===== config.mk =====
export PLATFORM = sky130hd
export DESIGN_NAME = dirty_rect_strip_chunker_core
export DESIGN_NICKNAME = d
export VERILOG_FILES = /design/src/drsc_pkg.sv /design/src/drsc_div.sv /design/src/dirty_rect_strip_chunker_core.sv
export SDC_FILE = /design/constraint.sdc
export NUM_CORES = 1
export LEC_CHECK = 0
export BUFFER_PORTS_ARGS = -buffer_cell sky130_fd_sc_hd__buf_2
export CAP_MARGIN = 30
export CORE_MARGIN = 2
export CORE_UTILIZATION = 55
export CTS_CLUSTER_DIAMETER = 30
export CTS_CLUSTER_SIZE = 10
export DETAILED_ROUTE_END_ITERATION = 7
export PLACE_DENSITY = 0.75
export RECOVER_POWER = 25
export SYNTH_ARGS = -nofsm -noshare
export SYNTH_HDL_FRONTEND = slang
export SYNTH_SLANG_ARGS = --single-unit

===== constraint.sdc =====
create_clock -name clk_i -period 4.35 [get_ports clk_i]
set_input_delay 0.87 -clock clk_i [delete_from_list [all_inputs] [get_ports clk_i]]
set_output_delay 0.87 -clock clk_i [all_outputs]
set_load 0.01 [all_outputs]

===== src/drsc_pkg.sv =====
package drsc_pkg;

  // screen geometry and strip sizing
  localparam int unsigned SCREEN_WIDTH  = 240;
  localparam int unsigned SCREEN_HEIGHT = 320;
  localparam int unsigned STRIP_ROWS    = 40;
  localparam int unsigned BUFFER_COUNT  = 2;
  localparam int unsigned MAX_CHUNKS    = 8;

  // field widths of the chunk descriptor
  localparam int unsigned COL_W   = 8;
  localparam int unsigned ROW_W   = 9;
  localparam int unsigned COORD_W = 16;
  localparam int unsigned BUF_W   = (BUFFER_COUNT > 1) ? $clog2(BUFFER_COUNT) : 1;
  localparam int unsigned CHUNK_W = $clog2(MAX_CHUNKS);

  // strip pixel budget, the dividend of the rows-per-chunk division
  localparam int unsigned STRIP_PIXELS = SCREEN_WIDTH * STRIP_ROWS;
  localparam int unsigned DVD_W        = $clog2(STRIP_PIXELS + 1);
  localparam int unsigned DIV_CNT_W    = $clog2(DVD_W + 1);

  // stream payload widths
  localparam int unsigned IN_DATA_W  = 4 * COORD_W;
  localparam int unsigned OUT_BITS   = 2 * COL_W + 2 * ROW_W + 1;
  localparam int unsigned OUT_DATA_W = ((OUT_BITS + 7) / 8) * 8;

  // input item kinds
  localparam logic KIND_PRESENT = 1'b0;
  localparam logic KIND_RECT    = 1'b1;

  // result status codes
  localparam logic STATUS_OK          = 1'b0;
  localparam logic STATUS_UNAVAILABLE = 1'b1;

  typedef enum logic [1:0] {
    ST_IDLE,
    ST_DIV,
    ST_EMIT
  } state_e;

  // divider request and response
  typedef struct packed {
    logic             start;
    logic [COL_W-1:0] divisor;
  } div_req_t;

  typedef struct packed {
    logic             done;
    logic [DVD_W-1:0] quotient;
  } div_rsp_t;

endpackage


===== src/drsc_div.sv =====
module drsc_div (
  input  logic              clk_i,
  input  logic              rst_ni,
  input  drsc_pkg::div_req_t req_i,
  output drsc_pkg::div_rsp_t rsp_o
);

  logic                                busy_q, busy_d;
  logic [drsc_pkg::DIV_CNT_W-1:0]      cnt_q, cnt_d;
  logic [drsc_pkg::COL_W:0]            rem_q, rem_d;
  logic [drsc_pkg::DVD_W-1:0]          quo_q, quo_d;
  logic [drsc_pkg::COL_W-1:0]          dvs_q, dvs_d;
  logic [drsc_pkg::COL_W:0]            rem_shift;
  logic                                fits;

  // one restoring step per cycle: shift in a dividend bit, trial subtract
  always_comb begin
    rem_shift = {rem_q[drsc_pkg::COL_W-1:0], quo_q[drsc_pkg::DVD_W-1]};
    fits      = rem_shift >= {1'b0, dvs_q};
    busy_d    = busy_q;
    cnt_d     = cnt_q;
    rem_d     = rem_q;
    quo_d     = quo_q;
    dvs_d     = dvs_q;
    if (req_i.start) begin
      busy_d = 1'b1;
      cnt_d  = drsc_pkg::DIV_CNT_W'(drsc_pkg::DVD_W);
      rem_d  = '0;
      quo_d  = drsc_pkg::DVD_W'(drsc_pkg::STRIP_PIXELS);
      dvs_d  = req_i.divisor;
    end else if (busy_q) begin
      if (cnt_q != '0) begin
        cnt_d = cnt_q - 1'b1;
        rem_d = fits ? (rem_shift - {1'b0, dvs_q}) : rem_shift;
        quo_d = {quo_q[drsc_pkg::DVD_W-2:0], fits};
      end else begin
        busy_d = 1'b0;
      end
    end
  end

  // control state
  always_ff @(posedge clk_i or negedge rst_ni) begin
    if (!rst_ni) begin
      busy_q <= 1'b0;
      cnt_q  <= '0;
    end else begin
      busy_q <= busy_d;
      cnt_q  <= cnt_d;
    end
  end

  // datapath
  always_ff @(posedge clk_i) begin
    rem_q <= rem_d;
    quo_q <= quo_d;
    dvs_q <= dvs_d;
  end

  assign rsp_o.done     = busy_q && (cnt_q == '0);
  assign rsp_o.quotient = quo_q;

endmodule


===== src/dirty_rect_strip_chunker_core.sv =====
// dirty rectangle strip chunker
// plans partial display updates. the slave stream takes one item per
// transaction: tuser is the kind (present start or dirty rectangle), tdata the
// rectangle corners. the master stream gives chunk descriptors, tlast on the
// final descriptor of an item, tuser set on a display-unavailable status.
// the user must see that panel_ready is written through cfg_we_i / cfg_wdata_i
// only while idle; the block itself does not enforce it. a chunked rectangle
// is accepted, goes through the serial divider (one quotient bit per cycle for
// rows per chunk, plus a finish step), then gives its chunks in turn, at most
// 8 chunks, each as soon as the output register is free.
// the block works on one item at a time and holds s_axis_tready_o low until
// its last descriptor is in the output register. a stalled receiver holds the
// output register and the sequencer waits with it.
// reset clears panel_ready, the staging buffer index and the ignore flag and
// marks the first present as pending, so it will send the whole screen.
module dirty_rect_strip_chunker_core (
  input  logic                              clk_i,
  input  logic                              rst_ni,
  // configuration: panel_ready
  input  logic                              cfg_we_i,
  input  logic                              cfg_wdata_i,
  // input items
  input  logic                              s_axis_tvalid_i,
  output logic                              s_axis_tready_o,
  // rect_left, rect_top, rect_right, rect_bottom
  input  logic [drsc_pkg::IN_DATA_W-1:0]    s_axis_tdata_i,
  // kind
  input  logic                              s_axis_tuser_i,
  // chunk descriptors
  output logic                              m_axis_tvalid_o,
  input  logic                              m_axis_tready_i,
  // chunk_left, chunk_top, chunk_right, chunk_bottom, staging_buffer, zero pad
  output logic [drsc_pkg::OUT_DATA_W-1:0]   m_axis_tdata_o,
  // status
  output logic                              m_axis_tuser_o,
  output logic                              m_axis_tlast_o
);

  localparam int unsigned CW  = drsc_pkg::COORD_W;
  localparam int unsigned SW  = drsc_pkg::COORD_W + 1;
  localparam int unsigned SUM_W = drsc_pkg::DVD_W + 1;
  localparam logic signed [SW-1:0] SCR_W_S = SW'(drsc_pkg::SCREEN_WIDTH);
  localparam logic signed [SW-1:0] SCR_H_S = SW'(drsc_pkg::SCREEN_HEIGHT);

  drsc_pkg::state_e state_q, state_d;

  logic panel_ready_q, first_pending_q, ignore_rects_q, unavail_q;
  logic [drsc_pkg::BUF_W-1:0]   buf_q;
  logic [drsc_pkg::CHUNK_W-1:0] n_q;

  logic [drsc_pkg::COL_W-1:0] l_q, r_q;
  logic [drsc_pkg::ROW_W-1:0] t_q, b_q, y_q;
  logic [drsc_pkg::DVD_W-1:0] rows_q;

  logic                               out_valid_q;
  logic [drsc_pkg::OUT_DATA_W-1:0]    out_data_q;
  logic                               out_status_q, out_last_q;

  drsc_pkg::div_req_t div_req;
  drsc_pkg::div_rsp_t div_rsp;

  // clipping of the incoming rectangle
  logic signed [SW-1:0] l_s, t_s, r_s, b_s, l_c, t_c, r_c, b_c;
  logic                 rect_empty;
  logic                 in_accept, out_free;
  logic                 start_full, start_rect;
  logic [drsc_pkg::COL_W-1:0] ld_l, ld_r;
  logic [drsc_pkg::ROW_W-1:0] ld_t, ld_b;

  // chunk step
  logic [SUM_W-1:0]           y_next;
  logic                       chunk_final;
  logic [drsc_pkg::ROW_W-1:0] chunk_end;
  logic [drsc_pkg::BUF_W-1:0] buf_next;
  logic                       emit_chunk, emit_unavail;

  assign in_accept = s_axis_tvalid_i && s_axis_tready_o;
  assign out_free  = !out_valid_q || m_axis_tready_i;

  always_comb begin
    l_s = SW'(signed'(s_axis_tdata_i[0*CW +: CW]));
    t_s = SW'(signed'(s_axis_tdata_i[1*CW +: CW]));
    r_s = SW'(signed'(s_axis_tdata_i[2*CW +: CW]));
    b_s = SW'(signed'(s_axis_tdata_i[3*CW +: CW]));
    l_c = (l_s < 0) ? '0 : l_s;
    t_c = (t_s < 0) ? '0 : t_s;
    r_c = (r_s > SCR_W_S) ? SCR_W_S : r_s;
    b_c = (b_s > SCR_H_S) ? SCR_H_S : b_s;
    rect_empty = (r_c <= l_c) || (b_c <= t_c);
  end

  // item decode at accept
  always_comb begin
    start_full = in_accept && (s_axis_tuser_i == drsc_pkg::KIND_PRESENT)
                 && panel_ready_q && first_pending_q;
    start_rect = in_accept && (s_axis_tuser_i == drsc_pkg::KIND_RECT)
                 && !ignore_rects_q && !rect_empty;
    if (start_full) begin
      ld_l = '0;
      ld_t = '0;
      ld_r = drsc_pkg::COL_W'(drsc_pkg::SCREEN_WIDTH);
      ld_b = drsc_pkg::ROW_W'(drsc_pkg::SCREEN_HEIGHT);
    end else begin
      ld_l = l_c[drsc_pkg::COL_W-1:0];
      ld_t = t_c[drsc_pkg::ROW_W-1:0];
      ld_r = r_c[drsc_pkg::COL_W-1:0];
      ld_b = b_c[drsc_pkg::ROW_W-1:0];
    end
    div_req.start   = start_full || start_rect;
    div_req.divisor = ld_r - ld_l;
  end

  drsc_div u_div (
    .clk_i  (clk_i),
    .rst_ni (rst_ni),
    .req_i  (div_req),
    .rsp_o  (div_rsp)
  );

  // next state
  always_comb begin
    state_d = state_q;
    case (state_q)
      drsc_pkg::ST_IDLE: begin
        if (div_req.start) begin
          state_d = drsc_pkg::ST_DIV;
        end else if (in_accept && (s_axis_tuser_i == drsc_pkg::KIND_PRESENT)
                     && !panel_ready_q) begin
          state_d = drsc_pkg::ST_EMIT;
        end
      end
      drsc_pkg::ST_DIV: begin
        if (div_rsp.done) begin
          state_d = drsc_pkg::ST_EMIT;
        end
      end
      drsc_pkg::ST_EMIT: begin
        if (out_free && (unavail_q || chunk_final)) begin
          state_d = drsc_pkg::ST_IDLE;
        end
      end
      default: state_d = drsc_pkg::ST_IDLE;
    endcase
  end

  // sequencer outputs and chunk arithmetic
  always_comb begin
    s_axis_tready_o = (state_q == drsc_pkg::ST_IDLE);
    emit_unavail    = (state_q == drsc_pkg::ST_EMIT) && out_free && unavail_q;
    emit_chunk      = (state_q == drsc_pkg::ST_EMIT) && out_free && !unavail_q;
    y_next      = SUM_W'(y_q) + SUM_W'(rows_q);
    chunk_final = (y_next >= SUM_W'(b_q))
                  || (n_q == drsc_pkg::CHUNK_W'(drsc_pkg::MAX_CHUNKS - 1));
    chunk_end   = (y_next >= SUM_W'(b_q)) ? b_q : y_next[drsc_pkg::ROW_W-1:0];
    if (buf_q == drsc_pkg::BUF_W'(drsc_pkg::BUFFER_COUNT - 1)) begin
      buf_next = '0;
    end else begin
      buf_next = buf_q + 1'b1;
    end
  end

  // control state
  always_ff @(posedge clk_i or negedge rst_ni) begin
    if (!rst_ni) begin
      state_q         <= drsc_pkg::ST_IDLE;
      panel_ready_q   <= 1'b0;
      first_pending_q <= 1'b1;
      ignore_rects_q  <= 1'b0;
      unavail_q       <= 1'b0;
      buf_q           <= '0;
      n_q             <= '0;
      out_valid_q     <= 1'b0;
    end else begin
      state_q <= state_d;
      if (cfg_we_i) begin
        panel_ready_q <= cfg_wdata_i;
      end
      // present handling
      if (in_accept && (s_axis_tuser_i == drsc_pkg::KIND_PRESENT)) begin
        if (!panel_ready_q) begin
          ignore_rects_q <= 1'b1;
          unavail_q      <= 1'b1;
        end else if (first_pending_q) begin
          first_pending_q <= 1'b0;
          ignore_rects_q  <= 1'b1;
        end else begin
          ignore_rects_q <= 1'b0;
        end
      end
      if (div_req.start) begin
        n_q <= '0;
      end
      if (emit_unavail) begin
        unavail_q <= 1'b0;
      end
      if (emit_chunk) begin
        buf_q <= buf_next;
        n_q   <= n_q + 1'b1;
      end
      // output register
      if (emit_unavail || emit_chunk) begin
        out_valid_q <= 1'b1;
      end else if (m_axis_tready_i) begin
        out_valid_q <= 1'b0;
      end
    end
  end

  // datapath registers
  always_ff @(posedge clk_i) begin
    if (div_req.start) begin
      l_q <= ld_l;
      r_q <= ld_r;
      t_q <= ld_t;
      b_q <= ld_b;
    end
    // rows per chunk, never below one
    if (div_rsp.done) begin
      rows_q <= (div_rsp.quotient == '0) ? drsc_pkg::DVD_W'(1) : div_rsp.quotient;
      y_q    <= t_q;
    end
    if (emit_chunk) begin
      y_q          <= chunk_end;
      out_data_q   <= drsc_pkg::OUT_DATA_W'({buf_next[0], chunk_end, r_q, y_q, l_q});
      out_status_q <= drsc_pkg::STATUS_OK;
      out_last_q   <= chunk_final;
    end else if (emit_unavail) begin
      out_data_q   <= '0;
      out_status_q <= drsc_pkg::STATUS_UNAVAILABLE;
      out_last_q   <= 1'b1;
    end
  end

  assign m_axis_tvalid_o = out_valid_q;
  assign m_axis_tdata_o  = out_data_q;
  assign m_axis_tuser_o  = out_status_q;
  assign m_axis_tlast_o  = out_last_q;

endmodule


==> flow_metrics.env <==
export IMPL_synth_top_area_cell="edfxtp_1"
export IMPL_synth_top_area_share_pct=38.3
export IMPL_cts_setup_buffers=0
export IMPL_area_delta_synth_final_pct=16.9
export IMPL_grt_pass1_vias=6103
export IMPL_status="finished with violations"
export IMPL_async_reset_ff_share_pct=11.4
export IMPL_dpl_cell_area_mm2=0.00866
export IMPL_synth_seq_area_share_pct=49.2
export IMPL_crit_arrival_ps=4180
export IMPL_powerDensity_mw_per_mm2=562
export IMPL_drv_slew=20
export IMPL_io_buffers=109
export IMPL_tritoncts="yes"
export IMPL_drc=0
export IMPL_critPathLaunch="s_axis_tdata_i[48]"
export IMPL_overflow=0
export IMPL_synth_seq_cells=140
export IMPL_path_max_fanout=16
export IMPL_pre_cts_ws_ps=-135
export IMPL_holdPathEnd="buf_q"
export IMPL_avgSynthCellArea_um2=10.4
export IMPL_place_congestion=0.908
export IMPL_cts_hold_fix_buffers=0
export IMPL_yosys_warnings=0
export IMPL_cp_start_kind="input pin"
export IMPL_rr_endpoint="y_q[6]"
export IMPL_grt_usage_pct=24.3
export IMPL_cts_buffers=17
export IMPL_clkLatencyLatePin_ps=430
export IMPL_cts_sinks=140
export IMPL_synth_area_mm2=0.00792
export IMPL_worst_slew_pin_transition_ps=1570
export IMPL_slowest_stage="or4_1"
export IMPL_io_pins=115
export IMPL_instances_no_fill=1058
export IMPL_die_w_um=124
export IMPL_critPathRequiredTime_ps=4460
export IMPL_drive_gt1_share_pct=20.3
export IMPL_finish_utilization_pct=66.2
export IMPL_seq_area_mm2=0.00389
export IMPL_max_stage_delay_ps=520
export IMPL_dieArea_mm2=0.0154
export IMPL_setup_violations=0
export IMPL_coreArea_mm2=0.0140
export IMPL_fill_cells=1094
export IMPL_postCtsResizedCells=0
export IMPL_yosysMostFrequentCell="edfxtp_1"
export IMPL_peakVddDrop_mv=0.396
export IMPL_grt_max_degree=41
export IMPL_worstHoldPathCells=1
export IMPL_cts_path_max_buffers=2
export IMPL_hp_start="buf_q"
export IMPL_violations="max-capacitance violations, max-slew violations"
export IMPL_ant_nets=0
export IMPL_leakage_nw=3.87
export IMPL_rsz0062_at_grt="false"
export IMPL_synth_top_flop_cell="edfxtp_1"
export IMPL_ys_types=62
export IMPL_cp_num_buf_inv=2
export IMPL_grt_pass1_wl_um=28500
export IMPL_syn_inst=759
export IMPL_clk_pin_slew_worst_paths_ps=60
export IMPL_dp_cells=1025
export IMPL_start_util_pct=56.6
export IMPL_vias=5968
export IMPL_worstReg2RegStart="y_q[0]"
export IMPL_num_rows=43
export IMPL_wl_per_cell_um=16.5
export IMPL_antennaDiodeCount=0
export IMPL_cts_root_buf="clkbuf_16"
export IMPL_drtPass1Iterations=5
export IMPL_min_period_ps=4070
export IMPL_period_share_pct=93.6
export IMPL_timing_final_ws_setup_ps=280
export IMPL_drtIter0Drc=386
export IMPL_synthTopCellsByArea="edfxtp_1 (38%), ha_1 (10%), dfxtp_1 (5.8%)"
export IMPL_path_cells="buf_2 -> or4_1 -> o31a_1 -> o21ai_1 -> a31oi_2 -> or2_2 -> ha_1 -> nand2_1 -> o21ai_0 -> a221o_1 -> a211oi_1 -> or4_4 -> o21ai_4 -> buf_4"
export IMPL_drt_total_wl_um=17500
export IMPL_crit_type="input pin to register"
export IMPL_end_kind="register"
export IMPL_cap_violations=1
export IMPL_hold_viol_final=0
export IMPL_multi_input_area_mm2=0.00371
export IMPL_synth_common_cells="edfxtp_1 (101), ha_1 (66), nand2_1 (56), nor2_1 (53), and2_1 (52)"
export IMPL_finalInstanceArea_mm2=0.00926
export IMPL_finClkSkew_ps=7.23
export IMPL_cts_max_level=4
export IMPL_worstRegToRegCells=15
export IMPL_dp_hpwl_um=13200
export IMPL_nNetsFinal=1005
export IMPL_reg2reg_slack_ps=350
export IMPL_chipHeight_um=124
export IMPL_maxSlewHeadroom_pct=-4.90
export IMPL_min_path_type="register to register"
export IMPL_antenna_found_initial=0
export IMPL_vias_per_cell=5.64
export IMPL_fmax_mhz=246
export IMPL_crit_family="simple AND/OR/NAND/NOR gates"
export IMPL_synth_edff_count=101
==> how the worst max path moves through the flow <==
stage	to	slack, ps	cells past startpoint
CTS	b_q[4]	290	14
finish	b_q[4]	280	14
global placement	l_q[2]	-50	14
floorplan	b_q[0]	10	14
detailed placement	t_q[5]	-130	14
global route	t_q[7]	110	14
==> flip-flops by register name, summed over array words and instances, names as in the netlist, 2 cells and up <==
register / count
t_q: 9
l_q: 8
u_div.dvs_q: 8
rows_q: 14
state_q: 2
b_q: 9
y_q: 9
r_q: 8
u_div.rem_q: 8
u_div.cnt_q: 4
u_div.quo_q: 14
m_axis_tdata_o: 35
n_q: 3
==> per-stage QoR <==
step | total power [mW] | hold WS, ps | TNS (ps)
after floorplan | 3.29 | 447 | 0
after global placement | 3.69 | 459 | -1770
after detailed placement | 3.77 | 477 | -5470
after CTS | 5.19 | 360 | 0
after global routing | 5.51 | 509 | 0
final | 5.20 | 485 | 0
==> layout make-up <==
type,instances,area share [%]
Sequential cell,140,42.1
Multi-Input combinational cell,541,40.1
Timing Repair Buffer,126,7.56
Clock buffer,20,5.29
Tap cell,180,2.43
Inverter,39,1.58
Clock inverter,12,1.01
==> placed cells by master (no fill, tap or decap), drive strengths merged, types with 4 or more instances in the layout <==
| cell | netlist | layout |
|---|---|---|
| conb | 1 | 5 |
| nand4 | 9 | 9 |
| nand2b | 48 | 48 |
| o21a | 7 | 7 |
| a211oi | 10 | 10 |
| nor2b | 17 | 17 |
| or2 | 7 | 7 |
| a211o | 4 | 4 |
| edfxtp | 101 | 101 |
| xnor2 | 16 | 16 |
| nor3 | 10 | 10 |
| mux2i | 4 | 4 |
| nand2 | 56 | 56 |
| and3 | 4 | 4 |
| o211ai | 4 | 4 |
| clkbuf | 32 | 25 |
| dfrtp | 15 | 15 |
| nand3 | 18 | 18 |
| inv | 39 | 48 |
| a21o | 7 | 7 |
| ha | 66 | 66 |
| nor2 | 53 | 53 |
| o21ai | 36 | 36 |
| a31oi | 14 | 14 |
| dfxtp | 23 | 23 |
| buf | 11 | 121 |
| or3 | 9 | 9 |
| nor4 | 6 | 6 |
| and2 | 52 | 52 |
| a21oi | 41 | 41 |
==> where the power goes <==
| part | internal, mW | leakage (nW) | switching [mW] | total (mW) |
|---|---|---|---|---|
| clock network | 0.824 | 0.296 | 0.580 | 1.40 |
| logic | 0.730 | 2.26 | 1.04 | 1.77 |
| registers | 1.83 | 1.32 | 0.195 | 2.03 |
==> cell families (layout without fill, tap and decap cells) <==
group | count (synthesis) | after routing | synth area share (%)
flops | 140 | 140 | 49.2
compound gates | 143 | 143 | 12.2
xor+xnor | 18 | 18 | 1.99
buf+inv | 82 | 197 | 4.47
other cells | 1 | 5 | 0.0473
fa+ha+maj | 69 | 69 | 11.2
mux | 7 | 7 | 0.932
simple gates | 299 | 299 | 20.0
==> metal layers <==
layer,up-vias,global-route usage [%],share of wire [%]
met4,0,12.4,4.0
met3,57,5.13,4.5
met2,183,44.0,51
met1,2818,26.9,40
li1,2910,-,-
met5,-,0,0
Note: power is estimated with default switching activity, not from simulation.
